[config.mk]
export PLATFORM = sky130hd
export DESIGN_NAME = url_percent_decoder
export DESIGN_NICKNAME = d
export VERILOG_FILES = /design/src/rtl/urlpd_pkg.sv /design/src/rtl/urlpd_front.sv /design/src/rtl/urlpd_queue.sv /design/src/rtl/urlpd_back.sv /design/src/rtl/url_percent_decoder.sv
export SDC_FILE = /design/constraint.sdc
export NUM_CORES = 1
export LEC_CHECK = 0
export ABC_AREA = 1
export CAP_MARGIN = 0
export CELL_PAD_IN_SITES_DETAIL_PLACEMENT = 1
export CELL_PAD_IN_SITES_GLOBAL_PLACEMENT = 2
export CORE_ASPECT_RATIO = 0.6
export CORE_MARGIN = 3
export CORE_UTILIZATION = 44
export DETAILED_ROUTE_END_ITERATION = 10
export DONT_BUFFER_PORTS = 1
export HOLD_SLACK_MARGIN = 0.06
export PLACE_DENSITY_LB_ADDON = 0.2
export RECOVER_POWER = 50
export SLEW_MARGIN = 20
export SYNTH_ARGS = -nofsm -noshare
export SYNTH_HDL_FRONTEND = slang
export SYNTH_SLANG_ARGS = --single-unit
[constraint.sdc]
create_clock -name clk -period 4.9 [get_ports clk]
set_clock_uncertainty 0.1 [all_clocks]
set_input_delay 0 -clock clk [delete_from_list [all_inputs] [get_ports clk]]
set_output_delay 0 -clock clk [all_outputs]
set_load 0.02 [all_outputs]
[src/rtl/urlpd_pkg.sv]
// urlpd_pkg: shared types, character codes and hex helpers for the url percent decoder
// no dependencies; imported by the front, queue, back and top level
`default_nettype none

package urlpd_pkg;

    // escape window: '%' plus up to four pending bytes, plus the incoming byte
    localparam int WIN_DEPTH = 6;
    localparam int CNT_W     = 3;

    localparam logic [7:0] CH_PCT = 8'h25;
    localparam logic [7:0] CH_U   = 8'h75;

    // decode_mode codes; code 3 enables both forms
    localparam logic [1:0] MODE_HEX  = 2'd0;
    localparam logic [1:0] MODE_UNI  = 2'd1;
    localparam logic [1:0] MODE_BOTH = 2'd2;

    typedef enum logic [1:0] {
        CMD_LIT,
        CMD_HEX,
        CMD_UNI
    } cmd_kind_t;

    // one queued command: a literal run or a decoded escape
    typedef struct packed {
        cmd_kind_t                    kind;
        logic [WIN_DEPTH-1:0][7:0]    data;
        logic [CNT_W-1:0]             count;
        logic                         last;
    } cmd_t;

    function automatic logic is_hex(input logic [7:0] c);
        return ((c >= 8'h30) && (c <= 8'h39)) || ((c >= 8'h41) && (c <= 8'h46)) ||
               ((c >= 8'h61) && (c <= 8'h66));
    endfunction

    function automatic logic [3:0] hex_val(input logic [7:0] c);
        logic [7:0] t;
        if ((c >= 8'h30) && (c <= 8'h39))
        begin
            t = c - 8'h30;
        end
        else if ((c >= 8'h41) && (c <= 8'h46))
        begin
            t = c - 8'h37;
        end
        else if ((c >= 8'h61) && (c <= 8'h66))
        begin
            t = c - 8'h57;
        end
        else
        begin
            t = 8'h00;
        end
        return t[3:0];
    endfunction

    function automatic logic [7:0] hex_pair(input logic [7:0] hi, input logic [7:0] lo);
        return {hex_val(hi), hex_val(lo)};
    endfunction

endpackage

`default_nettype wire

[src/rtl/urlpd_front.sv]
// urlpd_front: accepts input words, tracks the pending escape window, classifies each word
// depends on urlpd_pkg; feeds commands to urlpd_queue
`default_nettype none

module urlpd_front
    import urlpd_pkg::*;
(
    input  wire logic        clk,
    input  wire logic        rst_n,
    input  wire logic        accept,
    input  wire logic [7:0]  in_byte,
    input  wire logic        in_last,
    input  wire logic [1:0]  decode_mode,
    output logic             cmd_valid,
    output cmd_t             cmd
);

    logic [CNT_W-1:0] wcnt_reg, wcnt_next;
    logic [7:0]       win_reg [WIN_DEPTH-1];

    logic             allow_hex, allow_u;
    logic             b_hex, head_u, head_h;
    logic             ok_next, complete, start;
    logic [CNT_W-1:0] lit_count;
    logic             win_we;
    logic [CNT_W-1:0] win_idx;

    always_comb
    begin
        allow_hex = (decode_mode != MODE_UNI);
        allow_u   = (decode_mode != MODE_HEX);
        b_hex     = is_hex(in_byte);

        // head kind is re-evaluated under the current mode
        head_u = (wcnt_reg >= 3'd2) && allow_u && (win_reg[1] == CH_U);
        head_h = (wcnt_reg >= 3'd2) && !head_u && allow_hex && is_hex(win_reg[1]);

        ok_next = ((wcnt_reg == 3'd1) &&
                   ((allow_u && (in_byte == CH_U)) || (allow_hex && b_hex))) ||
                  ((head_u || head_h) && b_hex);
        complete = ok_next && (head_h || (head_u && (wcnt_reg == 3'd5)));
        start    = !ok_next && (in_byte == CH_PCT) && !in_last;

        lit_count = (!ok_next && start) ? wcnt_reg : (wcnt_reg + 3'd1);

        for (int i = 0; i < WIN_DEPTH; i++)
        begin
            cmd.data[i] = in_byte;
        end
        for (int i = 0; i < WIN_DEPTH - 1; i++)
        begin
            if (3'(i) < wcnt_reg)
            begin
                cmd.data[i] = win_reg[i];
            end
        end

        cmd.last = in_last;
        if (complete)
        begin
            cmd.kind  = head_h ? CMD_HEX : CMD_UNI;
            cmd.count = head_h ? 3'd1 : 3'd2;
        end
        else
        begin
            cmd.kind  = CMD_LIT;
            cmd.count = lit_count;
        end

        cmd_valid = accept &&
                    (complete || (ok_next ? in_last : (lit_count != 3'd0)));

        wcnt_next = wcnt_reg;
        win_we    = 1'b0;
        win_idx   = wcnt_reg;
        if (accept)
        begin
            if (complete)
            begin
                wcnt_next = 3'd0;
            end
            else if (ok_next)
            begin
                if (in_last)
                begin
                    wcnt_next = 3'd0;
                end
                else
                begin
                    wcnt_next = wcnt_reg + 3'd1;
                    win_we    = 1'b1;
                end
            end
            else if (start)
            begin
                wcnt_next = 3'd1;
                win_we    = 1'b1;
                win_idx   = 3'd0;
            end
            else
            begin
                wcnt_next = 3'd0;
            end
        end
    end

    always_ff @(posedge clk or negedge rst_n)
    begin
        if (!rst_n)
        begin
            wcnt_reg <= '0;
        end
        else
        begin
            wcnt_reg <= wcnt_next;
        end
    end

    always_ff @(posedge clk)
    begin
        if (win_we)
        begin
            win_reg[win_idx] <= in_byte;
        end
    end

endmodule

`default_nettype wire

[src/rtl/urlpd_queue.sv]
// urlpd_queue: short command queue between the front and the back
// depends on urlpd_pkg for cmd_t
`default_nettype none

module urlpd_queue
    import urlpd_pkg::*;
#(
    parameter int DEPTH = 4
)
(
    input  wire logic  clk,
    input  wire logic  rst_n,
    input  wire logic  wr_en,
    input  wire cmd_t  wr_cmd,
    output logic       full,
    input  wire logic  rd_en,
    output cmd_t       rd_cmd,
    output logic       rd_valid
);

    localparam int PTR_W = $clog2(DEPTH);
    localparam int FILL_W = $clog2(DEPTH + 1);

    cmd_t              mem_reg [DEPTH];
    logic [PTR_W-1:0]  wr_ptr_reg, wr_ptr_next;
    logic [PTR_W-1:0]  rd_ptr_reg, rd_ptr_next;
    logic [FILL_W-1:0] fill_reg, fill_next;

    always_comb
    begin
        full     = (fill_reg == FILL_W'(DEPTH));
        rd_valid = (fill_reg != '0);
        rd_cmd   = mem_reg[rd_ptr_reg];

        wr_ptr_next = wr_ptr_reg;
        rd_ptr_next = rd_ptr_reg;
        fill_next   = fill_reg;
        if (wr_en)
        begin
            wr_ptr_next = (wr_ptr_reg == PTR_W'(DEPTH - 1)) ? '0 : wr_ptr_reg + 1'b1;
        end
        if (rd_en)
        begin
            rd_ptr_next = (rd_ptr_reg == PTR_W'(DEPTH - 1)) ? '0 : rd_ptr_reg + 1'b1;
        end
        if (wr_en && !rd_en)
        begin
            fill_next = fill_reg + 1'b1;
        end
        else if (!wr_en && rd_en)
        begin
            fill_next = fill_reg - 1'b1;
        end
    end

    always_ff @(posedge clk or negedge rst_n)
    begin
        if (!rst_n)
        begin
            wr_ptr_reg <= '0;
            rd_ptr_reg <= '0;
            fill_reg   <= '0;
        end
        else
        begin
            wr_ptr_reg <= wr_ptr_next;
            rd_ptr_reg <= rd_ptr_next;
            fill_reg   <= fill_next;
        end
    end

    always_ff @(posedge clk)
    begin
        if (wr_en)
        begin
            mem_reg[wr_ptr_reg] <= wr_cmd;
        end
    end

endmodule

`default_nettype wire

[src/rtl/urlpd_back.sv]
// urlpd_back: takes commands from the queue and emits one output word per clock while pop is high and a command is held
// depends on urlpd_pkg for cmd_t and hex_pair
`default_nettype none

module urlpd_back
    import urlpd_pkg::*;
(
    input  wire logic        clk,
    input  wire logic        rst_n,
    input  wire cmd_t        q_cmd,
    input  wire logic        q_valid,
    output logic             q_pop,
    input  wire logic        pop,
    output logic             empty,
    output logic [7:0]       out_byte,
    output logic             out_last
);

    cmd_t             cmd_reg, cmd_next;
    logic [CNT_W-1:0] idx_reg, idx_next;
    logic             busy_reg, busy_next;
    logic             end_of_cmd, take, load;

    always_comb
    begin
        end_of_cmd = (idx_reg == (cmd_reg.count - 3'd1));
        take       = busy_reg && pop;
        load       = (!busy_reg || (take && end_of_cmd)) && q_valid;
        q_pop      = load;

        empty    = !busy_reg;
        out_last = cmd_reg.last && end_of_cmd;

        unique case (cmd_reg.kind)
            CMD_LIT: out_byte = cmd_reg.data[idx_reg];
            CMD_HEX: out_byte = hex_pair(cmd_reg.data[1], cmd_reg.data[2]);
            CMD_UNI: out_byte = (idx_reg == 3'd0) ?
                                hex_pair(cmd_reg.data[2], cmd_reg.data[3]) :
                                hex_pair(cmd_reg.data[4], cmd_reg.data[5]);
            default: out_byte = cmd_reg.data[idx_reg];
        endcase

        cmd_next  = cmd_reg;
        idx_next  = idx_reg;
        busy_next = busy_reg;
        if (load)
        begin
            cmd_next  = q_cmd;
            idx_next  = '0;
            busy_next = 1'b1;
        end
        else if (take)
        begin
            if (end_of_cmd)
            begin
                busy_next = 1'b0;
            end
            else
            begin
                idx_next = idx_reg + 3'd1;
            end
        end
    end

    always_ff @(posedge clk or negedge rst_n)
    begin
        if (!rst_n)
        begin
            busy_reg <= 1'b0;
            idx_reg  <= '0;
        end
        else
        begin
            busy_reg <= busy_next;
            idx_reg  <= idx_next;
        end
    end

    always_ff @(posedge clk)
    begin
        cmd_reg <= cmd_next;
    end

endmodule

`default_nettype wire

[src/rtl/url_percent_decoder.sv]
// url_percent_decoder: top level of the streaming url percent decoder
// depends on urlpd_pkg, urlpd_front, urlpd_queue and urlpd_back
//
// Streaming URL unescaper. Escaped text goes in one word per clock through the push/full
// queue interface, decoded text comes out one word per clock through empty/pop. decode_mode
// (written through cfg_we/cfg_wdata while the block is idle) picks %HH only (0), %uHHHH only
// (1, two output words, high byte first) or both (2 or 3, %uHHHH tried first). A '%' that does
// not open a valid escape, or whose escape is cut off by in_last, comes out literally and the
// words after it are scanned again; every other word is copied unchanged. Rate: one input word
// per clock as long as full is low, and one output word per clock from the back end while pop
// is high. The front end resolves each input word in the clock it is accepted and writes at
// most one command into a QUEUE_DEPTH-entry queue; the back end serializes a command at one
// word per clock while pop is high, so a failed escape that flushes n pending words holds the
// back end for n output words, and full rises when the queue fills. With the queue and back
// end empty, the first word of a command passes through the queue and then the back end's
// command register before it shows on out_byte.
`default_nettype none

module url_percent_decoder
    import urlpd_pkg::*;
#(
    parameter int QUEUE_DEPTH = 4
)
(
    input  wire logic        clk,
    input  wire logic        rst_n,
    // configuration: decode_mode
    input  wire logic        cfg_we,
    input  wire logic [1:0]  cfg_wdata,
    // input words
    input  wire logic        push,
    output logic             full,
    input  wire logic [7:0]  in_byte,
    input  wire logic        in_last,
    // result words
    output logic             empty,
    input  wire logic        pop,
    output logic [7:0]       out_byte,
    output logic             out_last
);

    logic [1:0] decode_mode_reg, decode_mode_next;

    logic       accept;
    logic       cmd_valid;
    cmd_t       front_cmd;
    logic       q_full;
    cmd_t       q_cmd;
    logic       q_valid;
    logic       q_pop;

    // mode register; the user must write it only while idle, the block does not enforce this
    always_comb
    begin
        decode_mode_next = cfg_we ? cfg_wdata : decode_mode_reg;
    end

    always_ff @(posedge clk or negedge rst_n)
    begin
        if (!rst_n)
        begin
            decode_mode_reg <= MODE_HEX;
        end
        else
        begin
            decode_mode_reg <= decode_mode_next;
        end
    end

    // a word is taken whenever push is high and the command queue has room
    assign full   = q_full;
    assign accept = push && !q_full;

    urlpd_front u_front (
        .clk         (clk),
        .rst_n       (rst_n),
        .accept      (accept),
        .in_byte     (in_byte),
        .in_last     (in_last),
        .decode_mode (decode_mode_reg),
        .cmd_valid   (cmd_valid),
        .cmd         (front_cmd)
    );

    urlpd_queue #(
        .DEPTH (QUEUE_DEPTH)
    ) u_queue (
        .clk      (clk),
        .rst_n    (rst_n),
        .wr_en    (cmd_valid),
        .wr_cmd   (front_cmd),
        .full     (q_full),
        .rd_en    (q_pop),
        .rd_cmd   (q_cmd),
        .rd_valid (q_valid)
    );

    urlpd_back u_back (
        .clk      (clk),
        .rst_n    (rst_n),
        .q_cmd    (q_cmd),
        .q_valid  (q_valid),
        .q_pop    (q_pop),
        .pop      (pop),
        .empty    (empty),
        .out_byte (out_byte),
        .out_last (out_last)
    );

endmodule

`default_nettype wire
-- Yosys cells after proc, flatten, opt, wreduce, memory -nomap -nowiden
Memory sizes are Yosys's and may differ from the RTL's. A register that Yosys moved wholly into a read port is not among the register bits.
Index checks and enable logic that the tools add are counted.
- add/sub/neg operators: 22
- $lt $le $gt $ge: 49
- reductions and logical operators: 69
- muxes and demuxes: 57
- eq/ne operators: 13
- operators with widths (cell ; number):
    $ge 8x7->1 const B ; 14
    $le 8x7->1 const B ; 14
    $mux 4 ; 15
    $ge 8x6->1 const B ; 7
    $le 8x6->1 const B ; 7
    $mux 8 ; 7
    $logic_and 1x1->1 ; 43
    $mux 3 ; 14
    $sub 4x3->4 const B ; 10
    $bmux 8 s3 ; 1
    $sub 4x1->4 const B ; 5
    $eq 8x7->1 const B ; 2
    $pmux 8 s2 ; 1
    $mux 1 ; 14
    $logic_or 1x1->1 ; 10
    $mux 2 ; 5
    $add 3x1->3 const B ; 3
    $eq 8x6->1 const B ; 1
    $reduce_bool 2->1 ; 4
    $logic_not 1->1 ; 7
    $eq 2x2->1 const B ; 3
    $eq 3x3->1 const B ; 2
    $lt 1x3->1 const A ; 2
    $lt 2x3->1 const A ; 2
    other kinds (12) ; 17
- word-level logic and storage cells: 219
- output and inout bits: 11
- input port bits: 16
- bits in registers: 16
- memory bits (writable): 256
- memories: 2
- memory list (name ; depth ; bits a word ; rd ports ; clocked after memory_dff ; write ports ; RTL line ; RTL):
    u_queue.mem_reg ; 4 ; 54 ; 1 ; 1 ; 1 ; urlpd_queue.sv:24 ; cmd_t mem_reg [DEPTH];
    u_front.win_reg ; 5 ; 8 ; 5 ; 0 ; 1 ; urlpd_front.sv:19 ; logic [7:0] win_reg [WIN_DEPTH-1];

-- Longest topological paths before layout
- word-level depth: 23
- mapped depth: 19
- depth with buffers taken out: 19

-- Modules after synthesis
From an unflattened synthesis, not the netlist that was laid out.
- cells, all modules: 1368
- area, all modules: 15139.5 um2
- modules (own cells, without submodules) (module ; cells each ; times used ; area each (um2) ; seq. area each (um2)):
    urlpd_queue ; 682 ; 1 ; 9210.1 ; 6661.4
    urlpd_back ; 389 ; 1 ; 3397.0 ; 1721.7
    urlpd_front ; 286 ; 1 ; 2448.6 ; 1276.2
    url_percent_decoder ; 11 ; 1 ; 83.8 ; 50.0

-- Worst setup path before layout
Ideal clock, no wire load.
- path kind: register to register
- start point: register u_front.wcnt_reg[0]
- end point: memory u_queue.mem_reg[1][0] (netlist bit), enable pin
- data required time: 4334 ps
- setup slack: 470 ps
- clock period less this slack: 4430 ps
- arrival: 3864 ps
- setup time: 466 ps
- path buffers: 0
- cell stages (with the launch flop): 13
- cell sequence: dfrtp_1 inv_1 ha_1 inv_1 a21oi_2 nand3_2 nand2_1 nand2_2 nand2_4 nand2_2 nand3_2 nand2_4 nor2_1
- cells in the longest elaborated chain, start to end: 21
- elaborated cells on any way between the ends: 28
- classes of those cells: 1 x add/sub; 1 x order compare; 2 x eq/ne; 4 x mux; 20 x reduce/logical
- ends and longest elaborated chain (what ; RTL line ; RTL):
    from (decl) ; urlpd_front.sv:18 ; logic [CNT_W-1:0] wcnt_reg, wcnt_next;
    from (signal assigned) ; urlpd_front.sv:115 ; wcnt_reg <= wcnt_next;
    $ge 3x2->1 ; urlpd_front.sv:35, urlpd_front.sv:36 ;
    $logic_and 1x1->1 (2 in series) ; urlpd_front.sv:35 ; head_u = (wcnt_reg >= 3'd2) && allow_u && (win_reg[1] == CH_U);
    $logic_not 1->1 ; urlpd_front.sv:36 ; head_h = (wcnt_reg >= 3'd2) && !head_u && allow_hex && is_hex(win_reg[1]);
    $logic_and 1x1->1 (3 in series) ; urlpd_front.sv:36 ;
    $logic_or 1x1->1 ; urlpd_front.sv:40 ; ((head_u || head_h) && b_hex);
    $logic_and 1x1->1 ; urlpd_front.sv:40 ;
    $logic_or 1x1->1 ; urlpd_front.sv:39 ; ((allow_u && (in_byte == CH_U)) || (allow_hex && b_hex))) ||
    $logic_not 1->1 ; urlpd_front.sv:42, urlpd_front.sv:44 ;
    $logic_and 1x1->1 (2 in series) ; urlpd_front.sv:42 ; start = !ok_next && (in_byte == CH_PCT) && !in_last;
    $logic_and 1x1->1 ; urlpd_front.sv:44 ; lit_count = (!ok_next && start) ? wcnt_reg : (wcnt_reg + 3'd1);
    $mux 3 ; urlpd_front.sv:44 ;
    $reduce_bool 3->1 ; urlpd_front.sv:71 ; (complete || (ok_next ? in_last : (lit_count != 3'd0)));
    $mux 1 ; urlpd_front.sv:71 ;
    $logic_or 1x1->1 (*) ; urlpd_front.sv:71 ;
    $logic_and 1x1->1 (*) ; urlpd_front.sv:70 ; cmd_valid = accept &&
    $mux 1 (*) ; urlpd_queue.sv:74 ; if (wr_en)
    $mux 1 (implied by the code) (*) ; urlpd_queue.sv:76 ; mem_reg[wr_ptr_reg] <= wr_cmd;
    to (decl) ; urlpd_queue.sv:24 ;
Mark *: on every way between the ends. The rest lies on a longest branch, timed or not.

-- Worst setup path after layout
- start point: register u_front.wcnt_reg[2]
- end point: register u_queue.fill_reg[1]
- elaborated cells on any way between the ends: 31
- classes of those cells: 1 x add/sub; 1 x order compare; 2 x eq/ne; 3 x mux; 24 x reduce/logical
- RTL lines (what ; RTL line ; RTL):
    $ge 3x2->1 ; urlpd_front.sv:35, urlpd_front.sv:36 ;
    $logic_and 1x1->1 (2 in series) ; urlpd_front.sv:35 ;
    $logic_not 1->1 ; urlpd_front.sv:36 ;
    $logic_and 1x1->1 (3 in series) ; urlpd_front.sv:36 ;
    $logic_or 1x1->1 ; urlpd_front.sv:40 ;
    $logic_and 1x1->1 ; urlpd_front.sv:40 ;
    $logic_or 1x1->1 ; urlpd_front.sv:39 ;
    $logic_not 1->1 ; urlpd_front.sv:42, urlpd_front.sv:44 ;
    (+4 left out) ; n/a ;
    $reduce_bool 3->1 ; urlpd_front.sv:71 ;
    $mux 1 ; urlpd_front.sv:71 ;
    $logic_or 1x1->1 (*) ; urlpd_front.sv:71 ;
    $logic_and 1x1->1 (*) ; urlpd_front.sv:70 ;
    net cmd_valid ; url_percent_decoder.sv:45 ; logic cmd_valid;
    $logic_and 1x1->1 (*) ; urlpd_queue.sv:46 ; if (wr_en && !rd_en)
    $mux 3 (*) ; urlpd_queue.sv:46 ;
    net u_queue.fill_next[1] ; urlpd_queue.sv:27 ; logic [FILL_W-1:0] fill_reg, fill_next;
    to (signal assigned) ; urlpd_queue.sv:68 ; fill_reg <= fill_next;
    to (decl) ; urlpd_queue.sv:27 ;
The timed path passes the listed nets; every way through them passes the cells marked *.
A chain may end at the register's enable or synchronous reset.

==> flow_summary.toml <==
[yosys]
yosysMostFrequentCell = "edfxtp_1"
ys_ff_latch = 326
synthTopCellsByCount = "edfxtp_1 (310), o21ai_0 (182), nor2_1 (167)"
yosysTopAreaCellShare = 0.6525
synth-edff-count = 310
ys_seq_area_frac = 0.6806
synth.distinct_cells = 41
synth_area_per_cell_um2 = 11.41
synth.largest_area_cell = "edfxtp_1"
synth_area_leaders = "edfxtp_1 (65%), o21ai_0 (6.4%), nor2_1 (4.4%)"
async_reset_ff_frac = 0.04908
postSynthCellCount = 1250
synth_area_um2 = 14270
synth_nets = 1301
yosysWarningCount = 0
ys_dominant_reg_cell = "edfxtp_1"

[global_route]
first_global_vias = 9833
antenna_found_initial = 1
use_met1 = 0.3672
grt_overflow = 0
grt-busiest-layer = "met1"
use_met2 = 0.3563
grt_usage = 0.2397
grt_max_degree = 71
grt_pass1_wl_um = 62450
use_met3 = 0.04773

[critical_path]
crit_type = "reg2reg"
crit_required_ps = 5240
endpoint_kind = "register"
critPathLaunchType = "register"
r2r_slack_ps = 670
crit_arrival_ps = 4570
regToRegEndpoint = "u_queue.fill_reg[1]$_DFFE_PN0P_"
crit_start = "u_front.wcnt_reg[2]$_DFFE_PN0P_"
reg2reg_depth = 14
critPathMaxFanout = 26
worstReg2RegStart = "u_front.wcnt_reg[2]$_DFFE_PN0P_"

[layout]
largest_register_ffs = 216
fill_cells = 3301
syn2layout_area_growth_pct = 11.00
utilization = 0.5022
layout.nets = 1314
fin_cells = 1702
drive_above_1_share = 0.05365
multi_input_area_um2 = 3960
postLayoutCellArea_um2 = 15840
register_area_um2 = 9709
diodes = 0

[power]
p_switching_mw = 3.314
clockPowerShare = 0.250
combPwrFrac = 0.298
powerDensity_nw_per_um2 = 571.9
leakagePower_nw = 5.698
p_int_mw = 5.743
p_sw_frac = 0.3659
pwr-share-seq = 0.452
peakVddDrop_mv = 0.3308

[placement]
portBuffers = 0
place_ws_ps = 1239
dp_cells = 1626
place_area_um2 = 14730
place_congestion = 0.8527
place_hpwl_um = 28170

[clocking]
tritoncts = "yes"
numCtsBuffers = 30
clock_path_buffers = 3
h-tree-depth = 1
cts_resized = 0
clkLatencyLatePin_ps = 570
cts.clk_slew.worst_paths_ps = 70
clock_sink_count = 326
cts-root-buf = "clkbuf_16"

[timing]
maxSlewViolCount = 53
fin_ws_ps = 674.3
layout_min_cycle_time_ps = 4226
slew_headroom = -0.1016
worstMarginPinSlew_ps = 1651
period_share = 0.8624
setup_violations = 0
fin_setup_tns_ps = 0
fmax_mhz = 236.6
hold_viol_final = 0
rsz0062_at_grt = "false"

[routing]
drtIter0Drc = 1065
routed_wl_um = 41560
post_drt_wl_per_cell_um = 24.42
vias = 9724
dr.pass1.iters = 5
ant_nets = 0
remaining_drc_errors = 0
viasPerCell = 5.713

[die]
dieWidth_um = 238.5
die_h_um = 145.5
rows = 50
die_area_um2 = 34690
core_um2 = 31530
start_util = 0.4525
io_pins = 27

[outcome]
status = "finished, violations left"
violations = "max-capacitance violations, max-slew violations"

[min_path]
hold_end = "u_front.win_reg[4][7]$_DFFE_PP_"
min-delay-start = "in_last"
min_path_cells = 5
min_path_type = "in2reg"

[job]
drv_cap = 1
[cells by family (layout without fill, tap and decap cells)]
family / after synthesis / after routing / synth area share
flip-flops: 326 / 326 / 0.6806
XOR/XNOR: 8 / 8 / 0.004912
adder cells (fa/ha/maj): 35 / 35 / 0.03122
AO/OA/AOI/OAI: 320 / 320 / 0.1228
AND/OR/NAND/NOR: 405 / 405 / 0.1180
buffers and inverters: 155 / 191 / 0.04166
multiplexers: 1 / 1 / 0.0007893
[layer usage]
metal,vias up,part of all wire
met5,-,0
met4,0,0.020
met3,49,0.062
met2,248,0.43
met1,4949,0.49
li1,4478,-
[cell type report]
type	instances	area share
timing repair buffer	32	0.02046
clock inverter	14	0.007427
tap	416	0.03287
multi-input combinational	769	0.2501
inverter	104	0.02465
sequential	326	0.6131
clock buffer	41	0.05136
[cells in the final DEF, fill, tap and decap left out, drive strengths merged]
cell type and instances:
inv 102, a211oi 2, o22ai 56, buf 11, ha 34, or2 3, dlygate4sd3 19, nor4 3
clkinvlp 3, nand3 42, nand2 163, o21ai 188, edfxtp 310, and3 1, bufinv 2, fa 1
clkdlybuf4s25 1, clkinv 11, nor2 172, a41oi 1, a311oi 5, nor3b 1, dfrtp 16, mux2 1
a2bb2oi 1, nand4 12, clkbuf 42, xnor2 3, o211a 1, xor2 5, o211ai 7, nor3 8
a21oi 59
[power by group through the flow]
stage                     logic, mW  registers [mW]  clock network (mW)
final                          2.70            4.10                2.26
after global routing           3.01            4.14                2.42
after CTS                      2.72            4.10                2.30
after detailed placement       2.66            4.15                   0
after global placement         2.60            4.12                   0
after floorplan                1.80            3.97                   0
[worst max-delay path: stages (launching register included)]
cell	delay, ps
dfrtp_1	660
a21oi_1	1210
a21oi_2	130
nand3_2	180
nand2_1	60
nand2_1	130
nand2_4	100
nand2_2	90
nand3_2	160
nand2_4	200
inv_1	60
ha_1	200
inv_1	100
fa_1	430
mux2_2	280
[worst max path at each step]
stage,endpoint,slack (ps),cells after the start
final,u_queue.fill_reg[1]$_DFFE_PN0P_,670,14
after floorplan,u_queue.mem_reg[1][0]$_DFFE_PP_,470,12
after CTS,u_queue.mem_reg[2][28]$_DFFE_PP_,1220,10
after global routing,u_queue.fill_reg[1]$_DFFE_PN0P_,420,14
after detailed placement,u_queue.mem_reg[2][39]$_DFFE_PP_,1240,10
after global placement,u_queue.mem_reg[2][38]$_DFFE_PP_,1400,10
[what timing repair did]
| item | in CTS | in global routing |
|---|---|---|
| endpoints found under the hold margin | 281 | 5 |
| setup buffers | 0 | 0 |
| hold buffers | 20 | 1 |
[through the flow]
step,power (mW),hold slack (ps)
after floorplan,5.772,-395.6
after global placement,6.729,-393.6
after detailed placement,6.815,-393.5
after CTS,9.114,72.89
after global routing,9.572,124.5
final,9.057,93.44
Power figures use the tool's default switching activity.
